==> src/rtl/trajectory_pair_distance_graph_defines.svh <==
// Assertion macros used by the pair engine of the trajectory pair distance graph RTL.
`ifndef TRAJECTORY_PAIR_DISTANCE_GRAPH_DEFINES_SVH
`define TRAJECTORY_PAIR_DISTANCE_GRAPH_DEFINES_SVH

// Same-cycle implication, checked on clk, off during reset.
`define TPDG_ASSERT_IMP(lbl, pre, post, msg) \
    lbl: assert property (@(posedge clk) disable iff (!rst_n) (pre) |-> (post)) else $error(msg);

// Next-cycle implication, checked on clk, off during reset.
`define TPDG_ASSERT_NEXT(lbl, pre, post, msg) \
    lbl: assert property (@(posedge clk) disable iff (!rst_n) (pre) |=> (post)) else $error(msg);

`endif

==> src/rtl/tpdg_ram.sv <==
// Generic RAM: one write port, two registered read ports.
`default_nettype none
module tpdg_ram #(
    parameter int WIDTH  = 32,
    parameter int DEPTH  = 64,
    parameter int ADDR_W = $clog2(DEPTH)
) (
    input  wire logic              clk,
    input  wire logic              we,
    input  wire logic [ADDR_W-1:0] waddr,
    input  wire logic [WIDTH-1:0]  wdata,
    input  wire logic [ADDR_W-1:0] raddr_a,
    output logic      [WIDTH-1:0]  rdata_a,
    input  wire logic [ADDR_W-1:0] raddr_b,
    output logic      [WIDTH-1:0]  rdata_b
);
    logic [WIDTH-1:0] mem [DEPTH];

    always_ff @(posedge clk)
    begin
        if (we)
        begin
            mem[waddr] <= wdata;
        end
        rdata_a <= mem[raddr_a];
        rdata_b <= mem[raddr_b];
    end
endmodule
`default_nettype wire

==> config.mk <==
export PLATFORM = sky130hd
export DESIGN_NAME = tpdg_ram
export DESIGN_NICKNAME = d
export VERILOG_FILES = /design/src/rtl/trajectory_pair_distance_graph_defines.svh /design/src/rtl/tpdg_ram.sv
export SDC_FILE = /design/constraint.sdc
export NUM_CORES = 2
export LEC_CHECK = 0
export BUFFER_PORTS_ARGS = -buffer_cell sky130_fd_sc_hd__buf_2
export CAP_MARGIN = 25
export CORE_ASPECT_RATIO = 0.5
export CORE_MARGIN = 2
export CORE_UTILIZATION = 63
export CTS_CLUSTER_DIAMETER = 60
export DETAILED_ROUTE_END_ITERATION = 12
export PLACE_DENSITY = 0.79
export SKIP_LAST_GASP = 1
export SYNTH_ARGS = -nofsm -noshare
export SYNTH_HDL_FRONTEND = slang
export SYNTH_SLANG_ARGS = --single-unit
==> constraint.sdc <==
create_clock -name clk -period 4.4 [get_ports clk]
set_input_delay 0.66 -clock clk [delete_from_list [all_inputs] [get_ports clk]]
set_output_delay 0.66 -clock clk [all_outputs]
set_load 0.02 [all_outputs]
# ---- After elaboration in Yosys (flattened, before gate mapping)
# Memory sizes are Yosys's and may differ from the RTL's. A register that Yosys moved wholly into a read port is not among the register bits.
# Cells that the tools add are included.
dict set report classes {
  muxes 2
}
# cell n
set ops {}
lappend ops {{$mux W1} 2}
dict set report word_totals {
  mem_count 1
  mem_bits_rw 2048
  register_bits 0
  input_bits 52
}
# memory depth word_bits read_ports rd_clocked_by_memory_dff write_ports line_no
set mem_list {}
lappend mem_list {mem 64 32 2 2 1 tpdg_ram.sv:17} ;# logic [WIDTH-1:0] mem [DEPTH];

# ---- Depth between registers and ports, before layout
dict set report depth {
  ltp_word 2
  depth_mapped 10
  depth_no_buf 5
}

# ---- Worst setup path after synthesis
# No wires, ideal clock.
dict set report synth_timing {
  path_kind {input to register}
  startpoint {input port waddr[3]}
  endpoint {memory mem[48][0] (enable)}
  setup_ps 461
  cell_stages 4
  t_arrival_ps 3390
  path_slack_ps 549
  path_buffers 1
  path_cell_list {clkbuf_1 -> nor2b_1 -> nand4b_1 -> nor3_1}
}
# item line_no
set synth_lines {}
lappend synth_lines {{start: declaration} tpdg_ram.sv:10} ;# input wire logic [ADDR_W-1:0] waddr,
lappend synth_lines {{end: declaration} tpdg_ram.sv:17}
# No word-level cell before the write port.

==> metrics.yaml <==
outcome: "finished, final reports clean"
clk_latency_ns: 0.83
hold_slack_ns: 0.1648
cts_inserted_buffers: 180
initial_core_util_pct: 63.24
drt-pass1-iter-count: 8
synth_warnings: 0
multi_input_area_um2: 31640
synth_common_cells: "edfxtp_1 (2048), mux4_2 (1124), mux2i_1 (204), clkbuf_1 (135), buf_2 (121)"
antenna_found_initial: 31
cts_tree: "built"
ys_ff_latch: 2112
grt_usage_pct: 39.18
synth_area_per_cell_um2: 21.68
nets: 4732
yosysMostFrequentCell: "edfxtp_1"
fin_setup_tns_ns: 0
end_kind: "flip-flop"
cts-root-buf: "clkbuf_16"
cts-htree-levels: 4
grt_pass1_wl_um: 416700
drc_errors: 0
cts_resized: 0
pre_cts_ws_ns: 0.4215
die_x_um: 555.1
postCtsSetupBuffers: 0
grt_max_degree: 65
crit_fanout: 61
setup_viol: 0
via_count: 55230
netlist.area_leader.share_pct: 64.29
synth_edf_count: 2048
path_clk_slew_ns: 0.07
synthCells: 4412
n_fill_cell: 8454
maxCapViolations: 0
holdBufCountCts: 0
clock_skew_ns: 0.02826
r2r_slack_ns: 1.67
period_needed_ns: 3.179
syn-cell-area_um2: 95660
area_growth_pct: 11.77
power_mw: 42.48
stdcell_area_um2: 106900
hold_path_class: "input pin to flip-flop"
cp.required_ns: 5.07
gp_congestion: 0.8882
crit_start: "raddr_a[0]"
grt_overflow: 0
hold_viol: 0
fin_crit_sh_pct: 72.26
finalWirelength_um: 301000
pin_count: 116
die_area_um2: 155200
core-area_um2: 151300
yosys-top-cells-area: "edfxtp_1 (64%), mux4_2 (26%), mux2i_1 (2.1%)"
drive_gt1_share_pct: 39.80
hpwl_um: 175600
p_comb_share_pct: 9.5
clock-sinks: 2112
syn_nets: 4464
row_count: 101
crit_type: "input pin to flip-flop"
internal-power_mw: 32.49
place.port_buffers: 115
wl_per_cell_um: 43.92
postPlaceCellArea_um2: 100500
fin_ws_ns: 1.221
die_y_um: 279.5
start_kind: "input pin"
drt-vias-per-instance: 8.059
yosysUniqueCellTypes: 38
r2r_start: "mem[37][30]"
ant_nets: 0
clk_path_buf_depth: 3
vdd_drop_max_uv: 466.5
async_reset_ff_share_pct: 0
worstPathArrival_ns: 3.85
hold_path.startpoint: "wdata[2]"
yosys.area.top_type: "edfxtp_1"
fmax_ghz: 0.3145
rsz0062_at_grt: "false"
grt_pass1_vias: 54900
seqCellArea_um2: 62780
p_leak_nw: 33.81
sw_frac_of_total_pct: 23.53
slew_headroom_pct: 15.02
drt_iter0_drc: 11090
ys_seq_area_share_pct: 65.63
power_frac_clock_pct: 37.7
synth_top_flop_cell: "edfxtp_1"
powerDensity_nw_per_um2: 397.3
drv_slew: 0
seqPwrFrac_pct: 52.8
tightestPinTransition_ns: 1.275
power.switching_mw: 9.994
## routing by layer
layer  part of all wire (%)  GRT usage [%]  up-vias
li1                       -              -    20060
met1                     32          55.00    28540
met2                     43          53.96     5697
met3                     21          18.67      907
met4                    4.4          14.69       28
met5                  0.064              0        -
## power by group through the flow
stage	Combinational [mW]	Clock, mW	Sequential (mW)
floorplan	2.13	0	22.9
global placement	3.70	0	22.8
detailed placement	3.79	0	22.9
CTS	3.82	16.0	22.4
global route	4.13	16.7	22.4
finish	4.03	16.0	22.4
## critical path, stage by stage
cell and delay, ns:
buf_8 0.32, buf_12 0.43, mux4_2 0.65, o221ai_1 0.40, a21oi_1 0.35, nor2_1 0.69, o22ai_1 0.17
## cell families after synthesis
| family | Yosys count | synth area share, % |
|---|---|---|
| flip-flops | 2112 | 65.63 |
| multiplexers | 1364 | 29.02 |
| buffers and inverters | 348 | 1.826 |
| AO/OA/AOI/OAI | 340 | 2.392 |
| AND/OR/NAND/NOR | 248 | 1.133 |
## stage by stage
step	std cells	utilization, %
after floorplan	4412	-
after global placement	6457	66.34
after detailed placement	6469	66.44
after CTS	6803	70.22
after global routing	6842	70.67
final	6853	70.69
## registers in the layout, summed over array words and instances (netlist names)
name     cells
rdata_a     32
mem       2048
rdata_b     32
## cells in the final DEF, fill, tap and decap left out, types with 6 or more instances in the layout
cell type,n
clkbuf_8,8
mux2_2,36
nor2_4,63
o21ai_1,31
buf_4,219
nand2b_1,7
nand2_1,92
bufinv_16,14
nand3_1,9
buf_2,106
mux2i_1,204
a221oi_1,13
clkbuf_16,182
inv_6,10
o21ai_0,18
buf_8,6
o22ai_1,56
a211oi_1,15
o221ai_1,16
buf_6,6
o32a_1,9
nor2_1,31
edfxtp_1,2048
buf_12,85
clkinv_1,29
mux4_2,1124
a21oi_1,58
diode_2,13
a32oi_1,9
nand3b_1,6
clkbuf_1,52
dfxtp_1,64
clkinv_2,31
o211ai_1,27
a22oi_1,85
nor2b_1,16
buf_16,6
## cell type report
| class | count | share of cell area [%] |
|---|---|---|
| antenna | 13 | 0.03042 |
| clock inverter | 92 | 0.8016 |
| inverter | 1 | 0.003511 |
| multi-input combinational | 1952 | 29.59 |
| timing repair buffer | 433 | 3.962 |
| sequential | 2112 | 58.72 |
| clock buffer | 242 | 4.545 |
| tap | 2008 | 2.350 |
## path summary, 6_finish.rpt
| kind | end | cells past startpoint |
|---|---|---|
| max | rdata_a[30] | 7 |
| min | mem[42][2] | 1 |
| max reg2reg | rdata_a[30] | 5 |
| min reg2reg | rdata_a[5] | 5 |
Note: power is estimated with default switching activity, not from simulation.
