### src/rtl/trajectory_pair_distance_graph_defines.svh
// Assertion macros used by the pair engine of the trajectory pair distance graph RTL.
`ifndef TRAJECTORY_PAIR_DISTANCE_GRAPH_DEFINES_SVH
`define TRAJECTORY_PAIR_DISTANCE_GRAPH_DEFINES_SVH

// Same-cycle implication, checked on clk, off during reset.
`define TPDG_ASSERT_IMP(lbl, pre, post, msg) \
    lbl: assert property (@(posedge clk) disable iff (!rst_n) (pre) |-> (post)) else $error(msg);

// Next-cycle implication, checked on clk, off during reset.
`define TPDG_ASSERT_NEXT(lbl, pre, post, msg) \
    lbl: assert property (@(posedge clk) disable iff (!rst_n) (pre) |=> (post)) else $error(msg);

`endif

### src/rtl/tpdg_pkg.sv
// Package: constants, types and codes of the trajectory pair distance graph.
`default_nettype none
package tpdg_pkg;

    localparam int TRACK_POINTS  = 15;
    localparam int WINDOW_TRACKS = 32;

    localparam int FRAME_W    = 16;
    localparam int COORD_W    = 16;
    localparam int POINT_W    = 2 * COORD_W;
    localparam int ID_W       = 20;
    localparam int WEIGHT_W   = 32;
    localparam int GAMMA_W    = 16;
    localparam int THR_W      = 16;
    localparam int OVL_W      = 5;
    localparam int CFG_DATA_W = 16;
    localparam int CNT_W      = 5;
    localparam int CNT_SAT    = (TRACK_POINTS + 1 > 31) ? 31 : TRACK_POINTS + 1;

    localparam int SLOT_W     = $clog2(WINDOW_TRACKS);
    localparam int ROWS       = WINDOW_TRACKS + 4;
    localparam int ROW_W      = $clog2(ROWS);
    localparam int IDX_W      = $clog2(TRACK_POINTS);
    localparam int ADDR_W     = ROW_W + IDX_W;
    localparam int RAM_DEPTH  = ROWS * (2 ** IDX_W);

    localparam int FREE_DEPTH = 4;
    localparam int FREE_PW    = 2;
    localparam int QUEUE_DEPTH = 2;

    localparam int SQ_W       = 2 * COORD_W;
    localparam int RAD_W      = 34;
    localparam int ROOT_W     = 17;
    localparam int ROOT_STEPS = 17;
    localparam int STEP_W     = 5;
    localparam int REM_W      = 21;
    localparam int SUM_W      = 22;
    localparam int LIM_W      = THR_W + OVL_W;
    localparam int OG_W       = IDX_W + GAMMA_W;
    localparam int PSQ_W      = 2 * OG_W;
    localparam int PEN_SHIFT  = 12;
    localparam int PEN_ROUND  = 2048;
    localparam int WFULL_W    = 48;

    typedef enum logic [1:0] {
        CFG_GAMMA   = 2'd0,
        CFG_SPATIAL = 2'd1,
        CFG_OVERLAP = 2'd2
    } cfg_index_t;

    typedef enum logic {
        CMD_TRACK = 1'b0,
        CMD_DROP  = 1'b1
    } cmd_kind_t;

    typedef struct packed {
        cmd_kind_t          kind;
        logic [FRAME_W-1:0] end_frame;
        logic [ROW_W-1:0]   row;
    } cmd_t;

    typedef struct packed {
        logic             valid;
        logic [ROW_W-1:0] row;
    } rel_t;

    typedef struct packed {
        logic [GAMMA_W-1:0] gamma;
        logic [THR_W-1:0]   spatial_threshold;
        logic [OVL_W-1:0]   overlap_threshold;
    } cfg_t;

    typedef enum logic [3:0] {
        B_IDLE, B_SLOT, B_RD, B_SQ, B_INIT, B_ROOT, B_ACC,
        B_CMP, B_PEN, B_EDGE, B_NEXT, B_FIN, B_LAST
    } back_state_t;

endpackage
`default_nettype wire

### src/rtl/tpdg_queue.sv
// Command queue between the point front end and the pair engine.
`default_nettype none
module tpdg_queue (
    input  wire logic           clk,
    input  wire logic           rst_n,
    input  wire logic           push,
    input  tpdg_pkg::cmd_t      push_cmd,
    output logic                full,
    input  wire logic           pop,
    output tpdg_pkg::cmd_t      pop_cmd,
    output logic                empty
);
    import tpdg_pkg::*;

    localparam int QP_W = (QUEUE_DEPTH > 1) ? $clog2(QUEUE_DEPTH) : 1;
    localparam int QC_W = $clog2(QUEUE_DEPTH + 1);

    cmd_t            mem_reg [QUEUE_DEPTH];
    logic [QP_W-1:0] wr_reg, rd_reg;
    logic [QC_W-1:0] cnt_reg;
    logic            do_push, do_pop;

    assign full    = cnt_reg == QC_W'(QUEUE_DEPTH);
    assign empty   = cnt_reg == '0;
    assign do_push = push && !full;
    assign do_pop  = pop && !empty;
    assign pop_cmd = mem_reg[rd_reg];

    always_ff @(posedge clk or negedge rst_n)
    begin
        if (!rst_n)
        begin
            wr_reg  <= '0;
            rd_reg  <= '0;
            cnt_reg <= '0;
        end
        else
        begin
            if (do_push)
            begin
                wr_reg <= (wr_reg == QP_W'(QUEUE_DEPTH - 1)) ? '0 : wr_reg + 1'b1;
            end
            if (do_pop)
            begin
                rd_reg <= (rd_reg == QP_W'(QUEUE_DEPTH - 1)) ? '0 : rd_reg + 1'b1;
            end
            if (do_push && !do_pop)
            begin
                cnt_reg <= cnt_reg + 1'b1;
            end
            else if (do_pop && !do_push)
            begin
                cnt_reg <= cnt_reg - 1'b1;
            end
        end
    end

    always_ff @(posedge clk)
    begin
        if (do_push)
        begin
            mem_reg[wr_reg] <= push_cmd;
        end
    end
endmodule
`default_nettype wire

### config.mk
export PLATFORM = sky130hd
export DESIGN_NAME = tpdg_queue
export DESIGN_NICKNAME = d
export VERILOG_FILES = /design/src/rtl/trajectory_pair_distance_graph_defines.svh /design/src/rtl/tpdg_pkg.sv /design/src/rtl/tpdg_queue.sv
export SDC_FILE = /design/constraint.sdc
export NUM_CORES = 1
export LEC_CHECK = 0
export CORE_MARGIN = 2
export CORE_UTILIZATION = 60
export CTS_CLUSTER_SIZE = 10
export DETAILED_ROUTE_END_ITERATION = 8
export DONT_BUFFER_PORTS = 1
export GPL_ROUTABILITY_DRIVEN = 0
export PLACE_DENSITY = 0.76
export RECOVER_POWER = 50
export SYNTH_ARGS = -nofsm -noshare
export SYNTH_HDL_FRONTEND = slang
export SYNTH_SLANG_ARGS = --single-unit
### constraint.sdc
create_clock -name clk -period 3.1 [get_ports clk]
set_clock_uncertainty 0.1 [all_clocks]
set_input_delay 0.775 -clock clk [delete_from_list [all_inputs] [get_ports clk]]
set_output_delay 0.775 -clock clk [all_outputs]
set_load 0.02 [all_outputs]
## After elaboration in Yosys (flattened, before gate mapping)

Memory sizes are Yosys's and may differ from the RTL's.
Index checks and enable logic that the tools add are counted.
W data, S select, Z words.

- Bits in registers: 4
- Latch bits: 0
- RAM bits: 46
- Bits in read-only memories: 0
- Logic and storage cells: 25
- Memories kept: 1

Memory list:

| name | depth | width | read ports | clocked after memory_dff | write ports | line | RTL |
|---|---|---|---|---|---|---|---|
| mem_reg | 2 | 23 | 1 | 0 | 1 | tpdg_queue.sv:18 | `cmd_t mem_reg [QUEUE_DEPTH];` |

- Add/subtract/negate cells: 4
- Multiply operators: 0
- Div/mod/pow operators: 0
- $lt $le $gt $ge: 0
- Eq/ne operators: 1
- Shift operators: 0
- Mux-type cells: 6
- Bitwise operators: 0
- Reduce and logical (&&, ||, !) cells: 10

Operators by type and width:

| kind | count |
|---|---|
| $logic_and A1 B1 Y1 | 4 |
| $logic_not A1 Y1 | 4 |
| $mux W1 | 4 |
| $mux W2 | 2 |
| $add A1 B1 Y1 const B | 2 |
| $add A2 B1 Y2 const B | 1 |
| $eq A2 B2 Y1 const B | 1 |
| $logic_not A2 Y1 | 1 |
| $reduce_bool A2 Y1 | 1 |
| $sub A2 B1 Y2 const B | 1 |

## Logic depth before layout (Yosys ltp)

- Word-level depth: 7
- Gate-level depth with buffers: 7

## Least setup slack after synthesis

No wires, ideal clock.

- Path type: input port to flip-flop
- Start: in push
- End: mem mem_reg[0][0] (netlist bit) (enable)
- Library setup time: 403 ps
- Arrival time: 1847 ps
- Data required time: 2597 ps
- Setup slack: 751 ps
- Cell stages on the path: 2
- Buffers on the path: 0
- Cell sequence: nand2_1 nor2_1

- Longest elaborated chain between the ends: 3

RTL lines:

| what | line | RTL |
|---|---|---|
| start, declared | tpdg_queue.sv:6 | `input wire logic push,` |
| $logic_and A1 B1 Y1 | tpdg_queue.sv:25 | `assign do_push = push && !full;` |
| $mux W1 | tpdg_queue.sv:60 | `if (do_push)` |
| $mux W1 (implied by the code) | tpdg_queue.sv:62 | `mem_reg[wr_reg] <= push_cmd;` |
| end, declared | tpdg_queue.sv:18 |  |

No other way between the ends.

==> impl_metrics.xml <==
<?xml version="1.0" encoding="UTF-8"?>
<metrics>
  <group name="status">
    <metric name="status" unit="">finished, final reports clean</metric>
  </group>
  <group name="placement">
    <metric name="worst_slack_placed" unit="ps">971</metric>
    <metric name="placed_area" unit="µm²">2000</metric>
    <metric name="numPortBuffers" unit="">0</metric>
    <metric name="numPlacedInstances" unit="">135</metric>
  </group>
  <group name="synthesis">
    <metric name="netlist-cell-type-count" unit="">15</metric>
    <metric name="avgSynthCellArea" unit="µm²">21.5</metric>
    <metric name="synthSimpleGateAreaFrac" unit="%">1.40</metric>
    <metric name="synth_compound_gate_area_share" unit="%">0.255</metric>
    <metric name="synth_nets" unit="">119</metric>
    <metric name="synth_xor_xnor_area_share" unit="%">2.23</metric>
    <metric name="ys.warnings.count" unit="">0</metric>
    <metric name="post_synth_inst_count" unit="">91</metric>
    <metric name="yosysTopAreaCellShare" unit="%">70.5</metric>
    <metric name="yosysTopAreaCell" unit="">sky130_fd_sc_hd__edfxtp_1</metric>
    <metric name="synth_seq_area_share" unit="%">75.6</metric>
    <metric name="syn_area" unit="µm²">1960</metric>
    <metric name="yosys.area_share.adder" unit="%">0.639</metric>
    <metric name="area_contributors_post_synth" unit="">sky130_fd_sc_hd__edfxtp_1 70%, sky130_fd_sc_hd__mux2_4 15%, sky130_fd_sc_hd__dfrtp_1 5.1%, sky130_fd_sc_hd__mux2_2 2.3%, sky130_fd_sc_hd__buf_12 2.0%</metric>
    <metric name="yosys-mux-area-fraction" unit="%">16.9</metric>
    <metric name="synth.ff_latch_count" unit="">50</metric>
    <metric name="synth_top_family_by_area" unit="">multiplexers</metric>
  </group>
  <group name="worst_setup_path">
    <metric name="critical-path-top-delay-family" unit="">flip-flops</metric>
    <metric name="crit_type" unit="">register to output port</metric>
    <metric name="worst_path_fanout_max" unit="">19</metric>
    <metric name="cp-start-kind" unit="">register</metric>
    <metric name="critical_path_depth" unit="">2</metric>
    <metric name="crit_required" unit="ps">2220</metric>
    <metric name="slowest_cell_delay_on_critical_path" unit="ps">580</metric>
    <metric name="critPathBufInv" unit="">1</metric>
    <metric name="cp.arrival" unit="ps">1590</metric>
    <metric name="worstReg2RegEnd" unit="">mem_reg[1][12]</metric>
    <metric name="cp_cell_sequence" unit="">buf_12 &gt; mux2_2</metric>
    <metric name="r2r_setup_slk" unit="ps">920</metric>
    <metric name="crit_path_end_kind" unit="">output port</metric>
    <metric name="slowest_stage" unit="">sky130_fd_sc_hd__dfrtp_1</metric>
    <metric name="cp-startpoint" unit="">rd_reg</metric>
    <metric name="ff2ff_path_depth" unit="">3</metric>
    <metric name="endpoint" unit="">pop_cmd[6]</metric>
    <metric name="critical_path.reg2reg.startpoint" unit="">cnt_reg[0]</metric>
  </group>
  <group name="layout">
    <metric name="count_of_filler_cells_inserted_in_the_layout" unit="">205</metric>
    <metric name="finish.cell_count_without_fillers" unit="">144</metric>
    <metric name="design_area" unit="µm²">2070</metric>
    <metric name="number_of_diodes" unit="">0</metric>
    <metric name="largest_register_ffs" unit="">46</metric>
    <metric name="commonest_cells_after_routing_fill_and_taps_aside" unit="">46 x sky130_fd_sc_hd__edfxtp_1, 19 x sky130_fd_sc_hd__mux2_4, 5 x sky130_fd_sc_hd__clkbuf_4</metric>
    <metric name="syn2layout_area_growth" unit="%">5.49</metric>
    <metric name="final_nets" unit="">127</metric>
    <metric name="drive_gt1_share" unit="%">33.0</metric>
    <metric name="layout_commonest_cell" unit="">sky130_fd_sc_hd__edfxtp_1</metric>
  </group>
  <group name="grt">
    <metric name="grt_max_degree" unit="">24</metric>
    <metric name="grt.met2_usage" unit="%">24.9</metric>
    <metric name="globalRouteTotalUtil" unit="%">14.9</metric>
    <metric name="global_route.usage.met3" unit="%">9.87</metric>
    <metric name="gr-max-usage-layer" unit="">met2</metric>
    <metric name="initial_antenna_violation_count" unit="">0</metric>
    <metric name="grt_remaining_overflow" unit="">0</metric>
    <metric name="grt_pass1_vias" unit="">758</metric>
    <metric name="grt_pass1_wl" unit="µm">3570</metric>
    <metric name="globalRouteMet1Util" unit="%">13.9</metric>
  </group>
  <group name="clock_tree">
    <metric name="worst_skew_pair.late_latency" unit="ps">340</metric>
    <metric name="ctsRootBufferMaster" unit="">sky130_fd_sc_hd__clkbuf_4</metric>
    <metric name="cts.reportedPaths.clkPinSlew" unit="ps">120</metric>
    <metric name="number_of_buffers_inserted_by_post_cts_setup_repair" unit="">0</metric>
    <metric name="cts.sinks" unit="">50</metric>
    <metric name="ctsLongestPathBuffers" unit="">2</metric>
    <metric name="cts.htree.levels" unit="">2</metric>
    <metric name="ctsHoldBuffers" unit="">1</metric>
    <metric name="cts_resized" unit="">0</metric>
    <metric name="clock_tree_from_tritoncts" unit="">done</metric>
    <metric name="cts_buffers" unit="">5</metric>
  </group>
  <group name="sta">
    <metric name="rsz0062_at_grt" unit="">no</metric>
    <metric name="clock.fmax" unit="GHz">0.406</metric>
    <metric name="final_setup_vio_count" unit="">0</metric>
    <metric name="hold_viol" unit="">0</metric>
    <metric name="timing_max_transition_violations_final" unit="">0</metric>
    <metric name="timing.final.crit_share" unit="%">79.5</metric>
    <metric name="worst_pin_slew" unit="ps">1280</metric>
    <metric name="setup_tns" unit="ps">0</metric>
    <metric name="timing.slew.headroom" unit="%">14.9</metric>
    <metric name="timing.final.ws_setup" unit="ps">634</metric>
    <metric name="period_minus_slack" unit="ps">2470</metric>
  </group>
  <group name="floorplan">
    <metric name="placementRows" unit="">20</metric>
    <metric name="num_io_pins" unit="">52</metric>
    <metric name="core" unit="µm²">3080</metric>
    <metric name="initial_core_util" unit="%">63.7</metric>
    <metric name="dieWidth" unit="µm">61.1</metric>
    <metric name="fp.dieH" unit="µm">61.1</metric>
    <metric name="die_area" unit="µm²">3740</metric>
  </group>
  <group name="detailed_routing">
    <metric name="detailroute.via_count" unit="">764</metric>
    <metric name="wl_per_cell" unit="µm">17.8</metric>
    <metric name="route.detailed.vias_per_inst" unit="">5.31</metric>
    <metric name="detailedRoute.firstPassIterationCount" unit="">4</metric>
    <metric name="route.antenna.remaining_nets" unit="">0</metric>
    <metric name="detail_route.iter0.violations" unit="">25</metric>
    <metric name="routed_wl" unit="µm">2570</metric>
    <metric name="drt_drc_violations_left" unit="">0</metric>
  </group>
  <group name="power_and_ir_drop">
    <metric name="max-vdd-ir-drop" unit="mV">0.594</metric>
    <metric name="post-layout-total-power" unit="µW">2020</metric>
    <metric name="power_density" unit="nW/µm²">978</metric>
    <metric name="p_leak" unit="µW">0.000757</metric>
  </group>
  <group name="run">
    <metric name="max-cap-violations" unit="">0</metric>
  </group>
  <group name="worst_hold_path">
    <metric name="min-delay-path-class" unit="">input pin to register</metric>
  </group>
</metrics>
-- how the worst min path moves through the flow --
stage / startpoint / end / slack, ps / cells after the start
CTS: push_cmd[14] / mem_reg[1][14] / 390 / 0
detailed placement: rst_n / cnt_reg[1] / 380 / 0
global route: push_cmd[0] / mem_reg[1][0] / 370 / 0
finish: push_cmd[4] / mem_reg[0][4] / 410 / 0
global placement: rst_n / wr_reg / 380 / 0
floorplan: wr_reg / wr_reg / 360 / 1
-- routing by layer --
| metal | part of all wire (%) | routed length [µm] |
|---|---|---|
| met1 | 32 | 826 |
| met2 | 54 | 1390 |
| met3 | 12 | 302 |
| met4 | 2.0 | 51 |
| met5 | 0 | 0 |
-- layout make-up --
cell class | count | area [µm²] | share of cell area, %
Clock inverter | 1 | 5.00 | 0.242
Tap cell | 44 | 55.1 | 2.66
Sequential cell | 50 | 1480 | 71.7
Multi-Input combinational cell | 36 | 422 | 20.4
Inverter | 2 | 7.51 | 0.363
Timing Repair Buffer | 4 | 41.3 | 2.00
Clock buffer | 7 | 55.1 | 2.66
-- per-stage QoR --
step / utilization, % / hold slack, ps
final: 67.2 / 409
after global routing: 67.2 / 369
after CTS: 67.3 / 387
after detailed placement: 65.0 / 380
after global placement: 65.0 / 379
after floorplan: - / 361
-- Yosys cell counts --
cell type	n
sky130_fd_sc_hd__and3_1	1
sky130_fd_sc_hd__buf_12	2
sky130_fd_sc_hd__buf_6	1
sky130_fd_sc_hd__dfrtp_1	4
sky130_fd_sc_hd__edfxtp_1	46
sky130_fd_sc_hd__ha_1	1
sky130_fd_sc_hd__inv_1	2
sky130_fd_sc_hd__mux2_2	4
sky130_fd_sc_hd__mux2_4	19
sky130_fd_sc_hd__nand2_1	1
sky130_fd_sc_hd__nand2b_1	1
sky130_fd_sc_hd__nor2_1	3
sky130_fd_sc_hd__o21ai_1	1
sky130_fd_sc_hd__xnor2_1	3
sky130_fd_sc_hd__xor2_1	2
-- cells by family after synthesis --
family	Yosys count
DFF	50
muxes	23
and+or+nand+nor	6
xor gates and xnor gates	5
buffers and inverters	5
AOI/OAI and AO/OA	1
adders and majority gates	1
-- power by group --
group	internal [µW]	total, µW	leakage, µW	switching, µW
registers	930	1000	0.000474	74.8
logic	302	731	0.000248	428
clock network	110	286	0.0000353	175
total	1340	2020	0.000757	679
Power figures use the tool's default switching activity.
