File: src/rtl/trajectory_pair_distance_graph_defines.svh
// Assertion macros used by the pair engine of the trajectory pair distance graph RTL.
`ifndef TRAJECTORY_PAIR_DISTANCE_GRAPH_DEFINES_SVH
`define TRAJECTORY_PAIR_DISTANCE_GRAPH_DEFINES_SVH

// Same-cycle implication, checked on clk, off during reset.
`define TPDG_ASSERT_IMP(lbl, pre, post, msg) \
    lbl: assert property (@(posedge clk) disable iff (!rst_n) (pre) |-> (post)) else $error(msg);

// Next-cycle implication, checked on clk, off during reset.
`define TPDG_ASSERT_NEXT(lbl, pre, post, msg) \
    lbl: assert property (@(posedge clk) disable iff (!rst_n) (pre) |=> (post)) else $error(msg);

`endif

File: src/rtl/tpdg_pkg.sv
// Package: constants, types and codes of the trajectory pair distance graph.
`default_nettype none
package tpdg_pkg;

    localparam int TRACK_POINTS  = 15;
    localparam int WINDOW_TRACKS = 32;

    localparam int FRAME_W    = 16;
    localparam int COORD_W    = 16;
    localparam int POINT_W    = 2 * COORD_W;
    localparam int ID_W       = 20;
    localparam int WEIGHT_W   = 32;
    localparam int GAMMA_W    = 16;
    localparam int THR_W      = 16;
    localparam int OVL_W      = 5;
    localparam int CFG_DATA_W = 16;
    localparam int CNT_W      = 5;
    localparam int CNT_SAT    = (TRACK_POINTS + 1 > 31) ? 31 : TRACK_POINTS + 1;

    localparam int SLOT_W     = $clog2(WINDOW_TRACKS);
    localparam int ROWS       = WINDOW_TRACKS + 4;
    localparam int ROW_W      = $clog2(ROWS);
    localparam int IDX_W      = $clog2(TRACK_POINTS);
    localparam int ADDR_W     = ROW_W + IDX_W;
    localparam int RAM_DEPTH  = ROWS * (2 ** IDX_W);

    localparam int FREE_DEPTH = 4;
    localparam int FREE_PW    = 2;
    localparam int QUEUE_DEPTH = 2;

    localparam int SQ_W       = 2 * COORD_W;
    localparam int RAD_W      = 34;
    localparam int ROOT_W     = 17;
    localparam int ROOT_STEPS = 17;
    localparam int STEP_W     = 5;
    localparam int REM_W      = 21;
    localparam int SUM_W      = 22;
    localparam int LIM_W      = THR_W + OVL_W;
    localparam int OG_W       = IDX_W + GAMMA_W;
    localparam int PSQ_W      = 2 * OG_W;
    localparam int PEN_SHIFT  = 12;
    localparam int PEN_ROUND  = 2048;
    localparam int WFULL_W    = 48;

    typedef enum logic [1:0] {
        CFG_GAMMA   = 2'd0,
        CFG_SPATIAL = 2'd1,
        CFG_OVERLAP = 2'd2
    } cfg_index_t;

    typedef enum logic {
        CMD_TRACK = 1'b0,
        CMD_DROP  = 1'b1
    } cmd_kind_t;

    typedef struct packed {
        cmd_kind_t          kind;
        logic [FRAME_W-1:0] end_frame;
        logic [ROW_W-1:0]   row;
    } cmd_t;

    typedef struct packed {
        logic             valid;
        logic [ROW_W-1:0] row;
    } rel_t;

    typedef struct packed {
        logic [GAMMA_W-1:0] gamma;
        logic [THR_W-1:0]   spatial_threshold;
        logic [OVL_W-1:0]   overlap_threshold;
    } cfg_t;

    typedef enum logic [3:0] {
        B_IDLE, B_SLOT, B_RD, B_SQ, B_INIT, B_ROOT, B_ACC,
        B_CMP, B_PEN, B_EDGE, B_NEXT, B_FIN, B_LAST
    } back_state_t;

endpackage
`default_nettype wire

File: src/rtl/tpdg_if.sv
// Interfaces: point input channel and edge output channel.
`default_nettype none
interface tpdg_point_if;
    logic                          valid;
    logic                          ready;
    logic [tpdg_pkg::FRAME_W-1:0]  end_frame;
    logic [tpdg_pkg::COORD_W-1:0]  x_coord;
    logic [tpdg_pkg::COORD_W-1:0]  y_coord;
    logic                          last_point;

    modport source (output valid, end_frame, x_coord, y_coord, last_point, input ready);
    modport sink   (input valid, end_frame, x_coord, y_coord, last_point, output ready);
endinterface

`default_nettype wire

File: src/rtl/tpdg_front.sv
// Front end: gathers points into a free RAM row and classifies finished tracks.
`default_nettype none
module tpdg_front (
    input  wire logic                          clk,
    input  wire logic                          rst_n,
    tpdg_point_if.sink                         points,
    output logic                               ram_we,
    output logic [tpdg_pkg::ADDR_W-1:0]        ram_waddr,
    output logic [tpdg_pkg::POINT_W-1:0]       ram_wdata,
    output logic                               q_push,
    output tpdg_pkg::cmd_t                     q_cmd,
    input  wire logic                          q_full,
    input  tpdg_pkg::rel_t                     rel
);
    import tpdg_pkg::*;

    logic [CNT_W-1:0]   count_reg, count_next;
    logic [ROW_W-1:0]   fill_row_reg;
    logic [ROW_W-1:0]   free_reg [FREE_DEPTH];
    logic [FREE_PW-1:0] free_rd_reg, free_wr_reg;
    logic               acc, has_room, good, take_row;

    assign points.ready = !q_full;
    assign acc          = points.valid && points.ready;
    assign has_room     = count_reg < CNT_W'(TRACK_POINTS);
    assign good         = count_reg == CNT_W'(TRACK_POINTS - 1);

    assign ram_we    = acc && has_room;
    assign ram_waddr = {fill_row_reg, count_reg[IDX_W-1:0]};
    assign ram_wdata = {points.x_coord, points.y_coord};

    assign q_push          = acc && points.last_point;
    assign q_cmd.kind      = good ? CMD_TRACK : CMD_DROP;
    assign q_cmd.end_frame = points.end_frame;
    assign q_cmd.row       = fill_row_reg;
    assign take_row        = q_push && good;

    always_comb
    begin
        count_next = count_reg;
        if (acc)
        begin
            if (points.last_point)
            begin
                count_next = '0;
            end
            else if (has_room)
            begin
                count_next = count_reg + 1'b1;
            end
            else
            begin
                count_next = CNT_W'(CNT_SAT);
            end
        end
    end

    // Free row pool: rows not owned by a slot, the queue or the pair engine.
    always_ff @(posedge clk or negedge rst_n)
    begin
        if (!rst_n)
        begin
            count_reg    <= '0;
            fill_row_reg <= ROW_W'(WINDOW_TRACKS);
            free_rd_reg  <= '0;
            free_wr_reg  <= FREE_PW'(FREE_DEPTH - 1);
            for (int j = 0; j < FREE_DEPTH; j++)
            begin
                free_reg[j] <= ROW_W'(WINDOW_TRACKS + 1 + j);
            end
        end
        else
        begin
            count_reg <= count_next;
            if (rel.valid)
            begin
                free_reg[free_wr_reg] <= rel.row;
                free_wr_reg           <= free_wr_reg + 1'b1;
            end
            if (take_row)
            begin
                fill_row_reg <= free_reg[free_rd_reg];
                free_rd_reg  <= free_rd_reg + 1'b1;
            end
        end
    end
endmodule
`default_nettype wire

File: src/flat_wrapper.sv
// flat-port wrapper written by rule: the top's interface ports become plain ports
module tpdg_front_flat import tpdg_pkg::*;
  (clk, rst_n, ram_we, ram_waddr, ram_wdata, q_push, q_cmd, q_full, rel, points_valid, points_end_frame, points_x_coord, points_y_coord, points_last_point, points_ready);
  tpdg_point_if points_i ();
  input  wire logic clk;
  input  wire logic rst_n;
  output logic ram_we;
  output logic [tpdg_pkg::ADDR_W-1:0] ram_waddr;
  output logic [tpdg_pkg::POINT_W-1:0] ram_wdata;
  output logic q_push;
  output tpdg_pkg::cmd_t q_cmd;
  input  wire logic q_full;
  input  tpdg_pkg::rel_t rel;
  input wire logic [$bits(points_i.valid)-1:0] points_valid;
  input wire logic [$bits(points_i.end_frame)-1:0] points_end_frame;
  input wire logic [$bits(points_i.x_coord)-1:0] points_x_coord;
  input wire logic [$bits(points_i.y_coord)-1:0] points_y_coord;
  input wire logic [$bits(points_i.last_point)-1:0] points_last_point;
  output wire logic [$bits(points_i.ready)-1:0] points_ready;
  assign points_i.valid = points_valid;
  assign points_i.end_frame = points_end_frame;
  assign points_i.x_coord = points_x_coord;
  assign points_i.y_coord = points_y_coord;
  assign points_i.last_point = points_last_point;
  assign points_ready = points_i.ready;
  tpdg_front u_core (.clk(clk), .rst_n(rst_n), .points(points_i), .ram_we(ram_we), .ram_waddr(ram_waddr), .ram_wdata(ram_wdata), .q_push(q_push), .q_cmd(q_cmd), .q_full(q_full), .rel(rel));
endmodule
File: config.mk
export PLATFORM = sky130hd
export DESIGN_NAME = tpdg_front_flat
export DESIGN_NICKNAME = d
export VERILOG_FILES = /design/src/rtl/trajectory_pair_distance_graph_defines.svh /design/src/rtl/tpdg_pkg.sv /design/src/rtl/tpdg_if.sv /design/src/rtl/tpdg_front.sv /design/src/flat_wrapper.sv
export SDC_FILE = /design/constraint.sdc
export NUM_CORES = 1
export LEC_CHECK = 0
export ABC_AREA = 1
export BUFFER_PORTS_ARGS = -buffer_cell sky130_fd_sc_hd__buf_4
export CAP_MARGIN = 30
export CORE_MARGIN = 1.5
export CORE_UTILIZATION = 49
export CTS_CLUSTER_SIZE = 14
export DETAILED_ROUTE_END_ITERATION = 10
export GPL_ROUTABILITY_DRIVEN = 1
export PLACE_DENSITY_LB_ADDON = 0.1
export SLEW_MARGIN = 40
export SYNTH_ARGS = -nofsm -noshare
export SYNTH_HDL_FRONTEND = slang
export SYNTH_SLANG_ARGS = --single-unit
File: constraint.sdc
create_clock -name clk -period 2.4 [get_ports clk]
set_input_delay 0.24 -clock clk [delete_from_list [all_inputs] [get_ports clk]]
set_output_delay 0.24 -clock clk [all_outputs]
set_load 0.01 [all_outputs]
# Yosys cells after proc, flatten, opt, wreduce, memory -nomap -nowiden
# Cells that the tools add are included.
# op_classes
n_addsub	3
n_lt_le_gt_ge	4
eq_ne	1
mux	9
bitwise	2
n_reduce_logical	6
# op_table
op	count
24-bit bitwise mux	1
6-bit two-way mux	3
6-bit binary-select mux with 2-bit select	1
6-bit demux with 2-bit select	1
5-bit two-way mux	2
3-bit >= comparator (second input constant)	2
2-bit inverter with 3-bit output	2
5-bit by 1-bit adder with 5-bit output (second input constant)	1
5-bit by 4-bit equality test with 1-bit output (second input constant)	1
1-bit logical AND	5
5-bit by 4-bit < comparator with 1-bit output (second input constant)	1
2-bit by 1-bit adder with 2-bit output (second input constant)	2
3-bit by 1-bit < comparator with 1-bit output (second input constant)	1
1-bit logical NOT	1
1-bit two-way mux	1
# word_totals
ff_bits	39
inputBits	60
output_inout_bits	68
elab_cells	33

# Depth between registers and ports, before layout
# logic_depth
ltp_word	6
ltp_mapped	7
depth_no_buf	7

# Worst setup path before layout
# No wires, ideal clock.
# synth_timing
kind	reg2reg
startpoint	register u_core.free_wr_reg[0]
endpoint	register u_core.free_reg[21] in the netlist's numbering
setup_ns	0.127
arrival_ns	1.110
required_time_ns	2.273
slack_ns	1.164
stages_incl_launch_ff	6
path_buffers	1
period_less_slack_ns	1.236
path_cell_list	dfstp_2 > inv_1 > ha_1 > nand2_1 > buf_2 > o21ai_0
# synth_via
elab_chain_len	6
elab_cells_between_ends	7
cone_classes	order compare (2); mux (3); bitwise (1); reduce/logical (1)
# synth_lines
element	line	source
start: declaration	tpdg_front.sv:20	logic [FREE_PW-1:0] free_rd_reg, free_wr_reg;
start signal: assignment	tpdg_front.sv:66	free_wr_reg <= FREE_PW'(FREE_DEPTH - 1);
start signal: assignment	tpdg_front.sv:78	free_wr_reg <= free_wr_reg + 1'b1;
2-bit inverter with 3-bit output (not written as such) *	tpdg_front.sv:77	free_reg[free_wr_reg] <= rel.row;
3-bit >= comparator (not written as such) / 3-bit by 1-bit < comparator with 1-bit output (equally long branches)	tpdg_front.sv:77	
1-bit logical AND (not written as such)	tpdg_front.sv:77	
6-bit two-way mux (not written as such)	tpdg_front.sv:77	
6-bit demux with 2-bit select *	tpdg_front.sv:77	
24-bit bitwise mux *	tpdg_front.sv:77	
end signal: indexed assignment	tpdg_front.sv:69	free_reg[j] <= ROW_W'(WINDOW_TRACKS + 1 + j);
end signal: indexed assignment	tpdg_front.sv:77	
end: declaration	tpdg_front.sv:19	logic [ROW_W-1:0] free_reg [FREE_DEPTH];
# Every way passes the cells marked *; elsewhere a longest branch is shown, timed or not.
# A chain may end at the register's enable or synchronous reset.

==> flow_summary.json <==
{
  "rsz0062_at_grt": "false",
  "ioPinCount": 128,
  "die_area_um2": 5399,
  "synth-xor-area-share": 0.01080,
  "cts_tree": "built",
  "rr_startpoint": "u_core.free_wr_reg[0]$_DFFE_PN1P_",
  "htreeDepth": 2,
  "min_period_over_period": 0.6741,
  "cap_violations": 0,
  "grt_usage": 0.1849,
  "max_slew_margin": 0.6496,
  "portBuffers": 31,
  "yosys_warnings": 0,
  "synth-seq-cells": 39,
  "die_y_um": 73.48,
  "drt_first_iter_violations": 70,
  "num_vias": 1613,
  "reg2reg_slack_ns": 0.99,
  "start_util": 0.5118,
  "grt_pass1_vias": 1540,
  "hpwl_um": 3368,
  "fin_crit_ns": 1.618,
  "finalHoldViolCount": 0,
  "power.leakage_nw": 1.297,
  "synth_edf_count": 0,
  "synth_top_family_by_area": "buffers and inverters",
  "synthesis.nets": 376,
  "hold_path.class": "primary input to flip-flop",
  "drtAntennaViolNets": 0,
  "rows": 25,
  "ctsResizeCount": 0,
  "drt_wl_total_um": 4636,
  "skew_ns": 0.009257,
  "reg2reg_depth": 5,
  "wire_per_inst_um": 13.25,
  "chipWidth_um": 73.48,
  "dp.cells": 341,
  "cts_hold_repair.buffers": 1,
  "core_um2": 4755,
  "ys.flop_type": "dfrtp_1",
  "synth-seq-area-share": 0.4072,
  "antenna_found_initial": 0,
  "final_cells": 350,
  "slew_violations": 0,
  "min_path_cells": 2,
  "status": "complete, no violations",
  "cts.sinks": 39,
  "clock_path_buffers": 2,
  "syn_area_per_cell_um2": 7.850,
  "gp_congestion": 0.7508,
  "cp.required_ns": 2.16,
  "cts_root_buf": "clkbuf_8",
  "worst_ep_arrival_time_ns": 1.38,
  "insertion_delay_ns": 0.29,
  "cts-buffers-inserted": 5,
  "end_kind": "primary output",
  "crit_fanout": 5,
  "clock.fmax_mhz": 618.1,
  "ys_types": 23,
  "cts_setup_buffers": 0,
  "largest_register_ffs": 24,
  "synth.cell_area_um2": 2434,
  "ys_async_sr_fraction": 1.000,
  "diodes": 0,
  "finalSetupViolCount": 0,
  "setup.worst_path.class": "flip-flop to primary output",
  "power_density_nw_per_um2": 881.8,
  "synth_compound_area_frac": 0.05347,
  "nets": 348,
  "synthSimpleGateAreaFrac": 0.2283,
  "start_kind": "flip-flop",
  "firstDrtPassIters": 4,
  "grt.overflow.total": 0,
  "grt_pass1_wl_um": 7521,
  "viasPerCell": 4.609,
  "grt_max_degree": 40,
  "path_clk_slew_ns": 0.07,
  "hold_end": "u_core.free_wr_reg[0]$_DFFE_PN1P_",
  "timing.rr.end": "u_core.free_reg[23]$_DFFE_PN1P_",
  "syn_to_final_growth_pct": -3.290,
  "worstMarginPinSlew_ns": 0.5256,
  "synthCells": 310,
  "yosys.area_share.adder": 0.03085,
  "ir_worst_vdd_uv": 460.3,
  "muxShareOfSynthArea": 0,
  "setup_tns_ns": 0,
  "drc": 0,
  "hp-start": "rel[6]",
  "drive_gt1_frac": 0.2085
}
## power breakdown
group | switching (mW) | total, mW | leakage, nW | internal [mW]
registers | 0.125 | 1.05 | 0.479 | 0.929
logic | 0.338 | 0.563 | 0.770 | 0.225
clock network | 0.226 | 0.458 | 0.0482 | 0.232
## critical path: stages (launching register included)
cell	delay, ns
dfrtp_1	0.43
inv_1	0.11
ha_1	0.22
nand4_4	0.15
buf_4	0.18
## cell families (layout without fill, tap and decap cells)
family,count (synthesis),count (layout)
compound gates,26,26
xor+xnor,3,3
fa+ha+maj,6,6
buf+inv,109,82
flops,39,39
simple gates,127,127
## metal layers
| metal | global-route usage | share of wire | vias to the layer above |
|---|---|---|---|
| met1 | 0.2406 | 0.48 | 713 |
| met5 | 0 | 0 | - |
| met2 | 0.2813 | 0.43 | 53 |
| li1 | - | - | 825 |
| met4 | 0.08642 | 0.032 | 0 |
| met3 | 0.05624 | 0.058 | 22 |
## cell type report
class                   instances  area, um^2
clock buffers                   7       86.33
clock inverters                 1       5.005
fillers                       511        2401
inverters                      42       157.7
multi-input cells             162       787.0
flip-flops and latches         39       991.0
well taps                      67       83.83
repair buffers                 32       242.7
## worst max-delay path by stage
stage	slack, ns	to	depth (start not counted)	from
3_3_place_gp	1.03	u_core.free_reg[21]$_DFFE_PN0P_	4	u_core.free_wr_reg[0]$_DFFE_PN1P_
5_1_grt	0.69	q_cmd[22]	4	u_core.count_reg[0]$_DFFE_PN0N_
6_report	0.78	q_cmd[22]	4	u_core.count_reg[0]$_DFFE_PN0N_
4_1_cts	0.75	q_cmd[22]	4	u_core.count_reg[0]$_DFFE_PN0N_
3_5_place_dp	0.99	u_core.free_reg[21]$_DFFE_PN0P_	4	u_core.free_wr_reg[0]$_DFFE_PN1P_
2_1_floorplan	1.16	u_core.free_reg[21]$_DFFE_PN0P_	5	u_core.free_wr_reg[0]$_DFFE_PN1P_
## cells in the mapped netlist, types with 2 or more instances
master	number	area [um^2]
o21ai_1	21	105.1
nor2_1	4	15.01
ha_1	6	75.07
dfrtp_1	27	675.7
buf_4	60	450.4
dfstp_2	12	315.3
buf_2	5	25.02
buf_6	2	22.52
nand3_1	18	90.09
o21ai_0	5	25.02
inv_1	39	146.4
inv_2	3	11.26
xor2_1	2	17.52
nand2_1	96	360.4
nand2_2	2	12.51
## cells in the final DEF, fill, tap and decap left out
master,netlist,final
dfstp_2,12,12
nand3b_1,1,1
nand2_1,96,96
nor2_2,1,1
dfrtp_1,27,27
nand2_2,2,2
nor2_8,1,1
clkinv_2,0,1
nor2_1,4,4
nor3_1,1,1
o21ai_0,5,5
o21ai_1,21,21
dlygate4sd3_1,0,1
nand3_1,18,18
buf_4,60,31
inv_2,3,3
xnor2_1,1,1
clkbuf_8,0,6
clkbuf_1,0,1
nand4_1,1,1
nor2_4,1,1
nand4_4,1,1
ha_1,6,6
xor2_1,2,2
inv_1,39,39
## per-stage QoR
stage	util	setup slack [ns]	instance area, um^2	hold slack, ns	power (mW)
after global placement	0.4737	1.026	2252	0.2501	1.612
after detailed placement	0.4737	0.9889	2252	0.2461	1.629
after global routing	0.4950	0.6854	2354	0.1463	2.264
after floorplan	-	1.164	2434	-0.05559	1.567
final	0.4950	0.7821	2354	0.1437	2.075
after CTS	0.4950	0.7545	2354	0.1294	2.102
(Power assumes the default switching activity.)
